$ cat config.mk
export PLATFORM = sky130hd
export DESIGN_NAME = modular_exponentiation
export DESIGN_NICKNAME = d
export VERILOG_FILES = /design/src/design/mexp_pkg.sv /design/src/design/mexp_modstep.sv /design/src/design/modular_exponentiation.sv
export SDC_FILE = /design/constraint.sdc
export NUM_CORES = 1
export LEC_CHECK = 0
export ABC_CLOCK_PERIOD_IN_PS = 6900
export BUFFER_PORTS_ARGS = -buffer_cell sky130_fd_sc_hd__buf_2
export CAP_MARGIN = 20
export CORE_MARGIN = 4
export CORE_UTILIZATION = 40
export DETAILED_ROUTE_END_ITERATION = 8
export SLEW_MARGIN = 25
export SYNTH_ARGS = -nofsm -noshare
export SYNTH_HDL_FRONTEND = slang
export SYNTH_HIERARCHICAL = 1
export SYNTH_SLANG_ARGS = --single-unit
export TNS_END_PERCENT = 1
$ cat constraint.sdc
create_clock -name clock -period 6.9 [get_ports clock]
set_input_delay 0 -clock clock [delete_from_list [all_inputs] [get_ports clock]]
set_output_delay 0 -clock clock [all_outputs]
set_load 0.03 [all_outputs]
$ cat src/design/mexp_pkg.sv
// Package for the modular exponentiation block: sequencer states and fixed constants.
// No dependencies. Imported by the top level, the checker and tb_top.
`default_nettype none

package mexp_pkg;

   // width of the base field, fixed by the item format
   localparam int BASE_BITS = 63;
   // counter width for the longest step sweep (base reduction)
   localparam int CNT_W = $clog2(BASE_BITS);
   // modulus after reset (1e9 + 7)
   localparam logic [63:0] MOD_RESET = 64'd1000000007;

   typedef enum logic [2:0] {
      ST_IDLE,
      ST_REDUCE,
      ST_CHECK,
      ST_MUL_ACC,
      ST_MUL_SQ,
      ST_DONE
   } mexp_state_type;

endpackage

`default_nettype wire

$ cat src/design/mexp_modstep.sv
// One step of the shared shift-add modular unit: (2*r + addend) mod m.
// Requires r < m and addend < m. No package dependencies.
`default_nettype none

module mexp_modstep #(
   parameter int WIDTH = 31
) (
   input  wire  logic [WIDTH-1:0] r,
   input  wire  logic [WIDTH-1:0] addend,
   input  wire  logic [WIDTH-1:0] m,
   output logic       [WIDTH-1:0] r_next
);

   logic [WIDTH:0] dbl;
   logic [WIDTH:0] dbl_sub;
   logic [WIDTH-1:0] dbl_red;
   logic [WIDTH:0] sum;
   logic [WIDTH:0] sum_sub;

   always_comb begin
      dbl     = {r, 1'b0};
      dbl_sub = dbl - {1'b0, m};
      dbl_red = (dbl >= {1'b0, m}) ? dbl_sub[WIDTH-1:0] : dbl[WIDTH-1:0];
      sum     = {1'b0, dbl_red} + {1'b0, addend};
      sum_sub = sum - {1'b0, m};
      r_next  = (sum >= {1'b0, m}) ? sum_sub[WIDTH-1:0] : sum[WIDTH-1:0];
   end

endmodule

`default_nettype wire

$ cat src/design/modular_exponentiation.sv
// Top level of the modular exponentiation block: sequencer, operand registers, output register.
// Depends on mexp_pkg and mexp_modstep.
//
// Computes base^exponent mod modulus (opcode 0) or base^(modulus-2) mod modulus (opcode 1,
// the Fermat inverse for a prime modulus) by right-to-left square-and-multiply. One word is
// taken at a time; req_stall stays high until its result has been loaded into the output
// register, which may still hold the previous result while the next word is accepted. All
// arithmetic runs through one shift-add modular step unit, one bit per cycle: the base is
// first reduced, then each exponent bit is inspected and costs a square, plus a multiply
// into the accumulator first when the bit is set. The walk stops at the highest set exponent
// bit. A modulus below 2 gives 0. The modulus is written through csr_wr_en and csr_wr_data;
// it is to be written only while the block is idle, which the block itself does not enforce;
// it resets to 1000000007.
`default_nettype none

module modular_exponentiation
   import mexp_pkg::*;
#(
   parameter int MOD_BITS = 31,
   parameter int EXP_BITS = 63
) (
   input  wire  logic                 clock,
   input  wire  logic                 reset,
   input  wire  logic                 csr_wr_en,
   input  wire  logic [MOD_BITS-1:0]  csr_wr_data,
   input  wire  logic                 req_valid,
   output logic                       req_stall,
   input  wire  logic                 req_opcode,
   input  wire  logic [BASE_BITS-1:0] req_base,
   input  wire  logic [EXP_BITS-1:0]  req_exponent,
   output logic                       rsp_valid,
   input  wire  logic                 rsp_stall,
   output logic [MOD_BITS-1:0]        rsp_power_result
);

   mexp_state_type state_ff, state_in;

   logic [MOD_BITS-1:0]  modulus_ff, modulus_in;
   logic [BASE_BITS-1:0] base_sh_ff, base_sh_in;
   logic [EXP_BITS-1:0]  exp_ff, exp_in;
   logic [MOD_BITS-1:0]  acc_ff, acc_in;
   logic [MOD_BITS-1:0]  sq_ff, sq_in;
   logic [MOD_BITS-1:0]  r_ff, r_in;
   logic [MOD_BITS-1:0]  mplr_ff, mplr_in;
   logic [CNT_W-1:0]     cnt_ff, cnt_in;
   logic [MOD_BITS-1:0]  result_ff, result_in;
   logic                 rsp_valid_ff, rsp_valid_in;
   logic [MOD_BITS-1:0]  rsp_data_ff, rsp_data_in;

   logic                 req_take;
   logic                 rsp_free;
   logic                 mod_small;
   logic [MOD_BITS-1:0]  mod_minus2;
   logic [MOD_BITS-1:0]  step_addend;
   logic [MOD_BITS-1:0]  step_out;
   logic                 cnt_last;

   localparam logic [CNT_W-1:0] MUL_LAST = CNT_W'(MOD_BITS - 1);
   localparam logic [CNT_W-1:0] RED_LAST = CNT_W'(BASE_BITS - 1);
   localparam logic [MOD_BITS-1:0] ONE = MOD_BITS'(1);

   assign req_stall        = (state_ff != ST_IDLE);
   assign req_take         = req_valid && !req_stall;
   assign rsp_free         = !rsp_valid_ff || !rsp_stall;
   assign rsp_valid        = rsp_valid_ff;
   assign rsp_power_result = rsp_data_ff;
   assign mod_small        = (modulus_ff < MOD_BITS'(2));
   assign mod_minus2       = modulus_ff - MOD_BITS'(2);
   assign cnt_last         = (cnt_ff == '0);

   // addend: one base bit while reducing, else the multiplicand when the multiplier bit is set
   always_comb begin
      case (state_ff)
         ST_REDUCE:  step_addend = {{(MOD_BITS-1){1'b0}}, base_sh_ff[BASE_BITS-1]};
         ST_MUL_ACC: step_addend = mplr_ff[MOD_BITS-1] ? acc_ff : '0;
         ST_MUL_SQ:  step_addend = mplr_ff[MOD_BITS-1] ? sq_ff : '0;
         default:    step_addend = '0;
      endcase
   end

   mexp_modstep #(
      .WIDTH(MOD_BITS)
   ) u_step (
      .r      (r_ff),
      .addend (step_addend),
      .m      (modulus_ff),
      .r_next (step_out)
   );

   // next state
   always_comb begin
      state_in = state_ff;
      case (state_ff)
         ST_IDLE: begin
            if (req_take) begin
               state_in = mod_small ? ST_DONE : ST_REDUCE;
            end
         end
         ST_REDUCE: begin
            if (cnt_last) begin
               state_in = ST_CHECK;
            end
         end
         ST_CHECK: begin
            if (exp_ff == '0) begin
               state_in = ST_DONE;
            end else if (exp_ff[0]) begin
               state_in = ST_MUL_ACC;
            end else begin
               state_in = ST_MUL_SQ;
            end
         end
         ST_MUL_ACC: begin
            if (cnt_last) begin
               state_in = ST_MUL_SQ;
            end
         end
         ST_MUL_SQ: begin
            if (cnt_last) begin
               state_in = ST_CHECK;
            end
         end
         ST_DONE: begin
            if (rsp_free) begin
               state_in = ST_IDLE;
            end
         end
         default: state_in = ST_IDLE;
      endcase
   end

   // datapath and outputs
   always_comb begin
      modulus_in   = csr_wr_en ? csr_wr_data : modulus_ff;
      base_sh_in   = base_sh_ff;
      exp_in       = exp_ff;
      acc_in       = acc_ff;
      sq_in        = sq_ff;
      r_in         = r_ff;
      mplr_in      = mplr_ff;
      cnt_in       = cnt_ff;
      result_in    = result_ff;
      rsp_valid_in = rsp_valid_ff && rsp_stall;
      rsp_data_in  = rsp_data_ff;
      case (state_ff)
         ST_IDLE: begin
            if (req_take) begin
               base_sh_in = req_base;
               exp_in     = req_opcode ? EXP_BITS'(mod_minus2) : req_exponent;
               r_in       = '0;
               cnt_in     = RED_LAST;
               result_in  = '0;
            end
         end
         ST_REDUCE: begin
            r_in       = step_out;
            base_sh_in = base_sh_ff << 1;
            cnt_in     = cnt_ff - CNT_W'(1);
            if (cnt_last) begin
               sq_in  = step_out;
               acc_in = ONE;
            end
         end
         ST_CHECK: begin
            r_in    = '0;
            mplr_in = sq_ff;
            cnt_in  = MUL_LAST;
            if (exp_ff == '0) begin
               result_in = acc_ff;
            end
         end
         ST_MUL_ACC: begin
            r_in    = step_out;
            mplr_in = mplr_ff << 1;
            cnt_in  = cnt_ff - CNT_W'(1);
            if (cnt_last) begin
               // hand over to the square of the same bit
               acc_in  = step_out;
               r_in    = '0;
               mplr_in = sq_ff;
               cnt_in  = MUL_LAST;
            end
         end
         ST_MUL_SQ: begin
            r_in    = step_out;
            mplr_in = mplr_ff << 1;
            cnt_in  = cnt_ff - CNT_W'(1);
            if (cnt_last) begin
               sq_in  = step_out;
               exp_in = exp_ff >> 1;
            end
         end
         ST_DONE: begin
            if (rsp_free) begin
               rsp_valid_in = 1'b1;
               rsp_data_in  = result_ff;
            end
         end
         default: begin
         end
      endcase
   end

   always_ff @(posedge clock) begin
      if (reset) begin
         state_ff     <= ST_IDLE;
         modulus_ff   <= MOD_RESET[MOD_BITS-1:0];
         rsp_valid_ff <= 1'b0;
      end else begin
         state_ff     <= state_in;
         modulus_ff   <= modulus_in;
         rsp_valid_ff <= rsp_valid_in;
      end
   end

   always_ff @(posedge clock) begin
      base_sh_ff  <= base_sh_in;
      exp_ff      <= exp_in;
      acc_ff      <= acc_in;
      sq_ff       <= sq_in;
      r_ff        <= r_in;
      mplr_ff     <= mplr_in;
      cnt_ff      <= cnt_in;
      result_ff   <= result_in;
      rsp_data_ff <= rsp_data_in;
   end

endmodule

`default_nettype wire

==> impl_metrics.csv <==
group,metric,value,unit
outcome,status,"finished with violations",
outcome,failed_checks,"setup timing",
timing,setup_violations,90,
pwr,fin_total_pwr,13.94,mW
floorplan,fp.coreArea,0.05151,mm2
detailed_routing,drt.antenna.violating_nets,0,
cells_and_area,drive_gt1_share,33.48,%
detailed_routing,vias,17680,
global_routing,grt_first_pass_wirelength,103100,um
cells_and_area,final_cell_area,0.02892,mm2
floorplan,num_rows,83,
synthesis,syn_avg_cell_area,11.00,um2
synthesis,syn-num-nets,2162,
worst_setup_path,r2r_cells,32,
place,dpl_cell_area,0.02465,mm2
worst_setup_path,crit_type,"flop to flop",
timing,max_freq,0.1398,GHz
cells_and_area,nNetsFinal,2815,
timing,tns,-14.74,ns
pwr,power_frac_comb,62.4,%
synthesis,synth_flop_cell,"edfxtp_1",
worst_setup_path,cp_num_cells,32,
global_routing,track_usage,23.49,%
worst_setup_path,r2r_setup_slack,-0.25,ns
synthesis,async_reset_ff_share,0,%
detailed_routing,routed_wl,67920,um
worst_setup_path,worstPathRequired,7.20,ns
clock_tree,cts_tree,"done",
synthesis,synthCells,1900,
worst_setup_path,critPathArrivalTime,7.46,ns
global_routing,antenna_found_initial,4,
synthesis,yosysUniqueCellTypes,80,
worst_setup_path,path_common_cell,"buf_4",
synthesis,ys.warnings.count,6,
worst_setup_path,endpoint,"acc_ff[7]$_SDFFCE_PN0P_",
global_routing,overflow,0,
timing,fin_crit_sh,103.7,%
timing,relSlewSlack,24.15,%
cells_and_area,finalNonFillerCells,3268,
place,place.port_buffers,195,
pwr,swShare,37.98,%
worst_setup_path,crit_start,"r_ff[1]$_DFFE_PP_",
timing,hold_viol,0,
global_routing,grt_max_degree,102,
timing,rsz0062_at_grt,"true",
clock_tree,clock-root-buffer,"clkbuf_16",
clock_tree,clkSlewWorstSetupHoldPaths,0.06,ns
worst_setup_path,crit_buf_inv,9,
clock_tree,cts_sinks,353,
floorplan,start_util,40.59,%
pwr,internal_power,8.649,mW
place,place_inst,2978,
worst_setup_path,startpoint_type,"flop",
detailed_routing,drt-vias-per-instance,5.410,
floorplan,dieArea,0.05599,mm2
min_path,hp-start,"req_opcode",
cells_and_area,final_common_cell,"edfxtp_1",
timing,setup_ws,-0.2538,ns
floorplan,ios,196,
floorplan,die_w,236.6,um
clock_tree,h-tree-depth,2,
clock_tree,numCtsBuffers,41,
worst_setup_path,slowest_delay,0.51,ns
detailed_routing,drt_pass1_iterations,5,
timing,period_needed,7.154,ns
pwr,seqPwrFrac,22.5,%
timing,finClkSkew,0.03509,ns
floorplan,fp.dieH,236.6,um
synthesis,yosysSeqAreaShare,49.02,%
worst_setup_path,critPathSlowestCell,"or4_4",
clock_tree,clock_path_buffers,3,
timing,worst_slew_pin_slew,1.137,ns
cells_and_area,syn_to_final_growth,38.30,%
worst_setup_path,cp_top_family,"simple AND/OR/NAND/NOR gates",
global_routing,grt_pass1_vias,18300,
detailed_routing,wl_per_cell,20.78,um
cells_and_area,final_cell_mix,"edfxtp_1, buf_4, buf_2",
worst_setup_path,r2r_start,"r_ff[1]$_DFFE_PP_",
pwr,power_leakage,11.98,nW
worst_setup_path,r2r_end,"acc_ff[7]$_SDFFCE_PN0P_",
place,hpwl,46930,um
detailed_routing,drt-initial-drc-count,1124,
pwr,vdd_ir_drop_max,0.2879,mV
flow_run,max_cap_violations,0,
synthesis,ys_seq_elements,353,
worst_setup_path,end_kind,"flop",
pwr,p_switching,5.296,mW
synthesis,synth_edf_count,318,
detailed_routing,drc,0,
cells_and_area,fillerInstances,4402,
pwr,pwr-share-clk,15.2,%
timing,slew_violations,0,
pwr,cellPowerDensity,482.2,mW/mm2
synthesis,netlist_area,0.02091,mm2
min_path,hold_path.class,"primary input to flop",
place,gp_congestion,0.9692,
clock_tree,clkLatencyLatePin,0.58,ns
worst_setup_path,critPathMaxFanout,14,
[layer usage]
metal,global-route usage (%),share of wire [%]
met1,29.37,42
met2,40.59,49
met3,3.296,4.8
met4,10.39,4.8
met5,0,0
[worst min path at each step]
stage,end,cells past startpoint
6_report,exp_ff[4]$_DFFE_PP_,4
5_1_grt,exp_ff[24]$_DFFE_PP_,3
4_1_cts,exp_ff[7]$_DFFE_PP_,3
3_5_place_dp,modulus_ff[28]$_SDFFE_PP1P_,3
3_3_place_gp,modulus_ff[28]$_SDFFE_PP1P_,3
2_1_floorplan,modulus_ff[14]$_SDFFE_PP1P_,2
[worst register-to-register path: cells and delay by family, from the launching register on]
| kind | cells | cell delay, ns |
|---|---|---|
| AO/OA/AOI/OAI | 6 | 1.44 |
| XOR/XNOR | 1 | 0.13 |
| adder cells (fa/ha/maj) | 3 | 0.92 |
| buffers and inverters | 9 | 1.28 |
| flip-flops | 1 | 0.43 |
| multiplexers | 2 | 0.72 |
| AND/OR/NAND/NOR | 11 | 1.98 |
[cells by family after synthesis]
group,after synthesis,share of synthesized area (%)
DFF,353,49.02
AOI/OAI and AO/OA,426,13.15
adders and majority gates,99,6.032
buffers and inverters,158,3.094
muxes,190,10.51
and+or+nand+nor,573,13.97
xor gates and xnor gates,101,4.231
[power groups by stage]
stage	Combinational (mW)	Clock (mW)	Sequential, mW
detailed placement	7.25	0	3.17
global placement	7.15	0	3.16
finish	8.70	2.11	3.13
global route	9.30	2.25	3.16
floorplan	4.36	0	3.10
CTS	8.45	2.17	3.13
[stage by stage]
stage	utilization (%)	hold WS (ns)	setup WS, ns
floorplan	-	0.1288	0.002275
global placement	47.86	0.2200	-0.6379
detailed placement	47.86	0.2227	-0.7494
CTS	55.91	0.1071	-0.1886
global route	56.14	0.1575	-0.5530
finish	56.14	0.1392	-0.2538
[layout make-up]
| cell class | count | area, um2 | share of cell area, % |
|---|---|---|---|
| clock buffer | 54 | 1075 | 3.717 |
| sequential | 353 | 10250 | 35.45 |
| inverter | 64 | 240.2 | 0.8308 |
| multi-input combinational | 1389 | 10890 | 37.64 |
| antenna | 4 | 10.01 | 0.03462 |
| clock inverter | 20 | 203.9 | 0.7053 |
| tap | 680 | 850.8 | 2.942 |
| timing repair buffer | 704 | 5401 | 18.68 |
[synth_stat cells, drive strengths merged, types with 10 or more instances]
library cell  count  area share [%]
a21o             41             1.5
a22oi            31             1.1
nand4            19            0.57
a21oi           113             2.7
ha               96             5.7
nor3             31            0.77
and3             52             1.6
xor2             33             1.4
o21ai           114             2.7
xnor2            68             2.8
clkbuf           81             1.5
a211oi           10            0.36
nand2b           10            0.30
inv              63             1.1
nand3            24            0.57
and2             68             2.0
nor4             34             1.2
nor2b            16            0.51
buf              13            0.49
o21bai           11            0.39
nand2           162             2.9
mux2            152             8.7
o31ai            11            0.46
mux2i            38             1.8
edfxtp          318              46
nor2            119             2.1
o21a             23            0.83
dfxtp            35             3.4
[timing repair]
item / in CTS / in global routing
endpoints found under the hold margin: 164 / 0
setup buffers: 32 / 1
hold buffers: 177 / 0
resized for setup: 132 / 27
gates cloned: 3 / 0
endpoints found under the setup margin: 93 / 93
pin swaps: 59 / 9
[sequential cells by signal, summed over array words and instances, names as in the netlist]
| signal | cells |
|---|---|
| rsp_valid | 1 |
| r_ff | 31 |
| base_sh_ff | 63 |
| rsp_power_result | 31 |
| mplr_ff | 31 |
| cnt_ff | 6 |
| result_ff | 31 |
| exp_ff | 63 |
| state_ff | 3 |
| sq_ff | 31 |
| modulus_ff | 31 |
| acc_ff | 31 |
(Power assumes the default switching activity.)
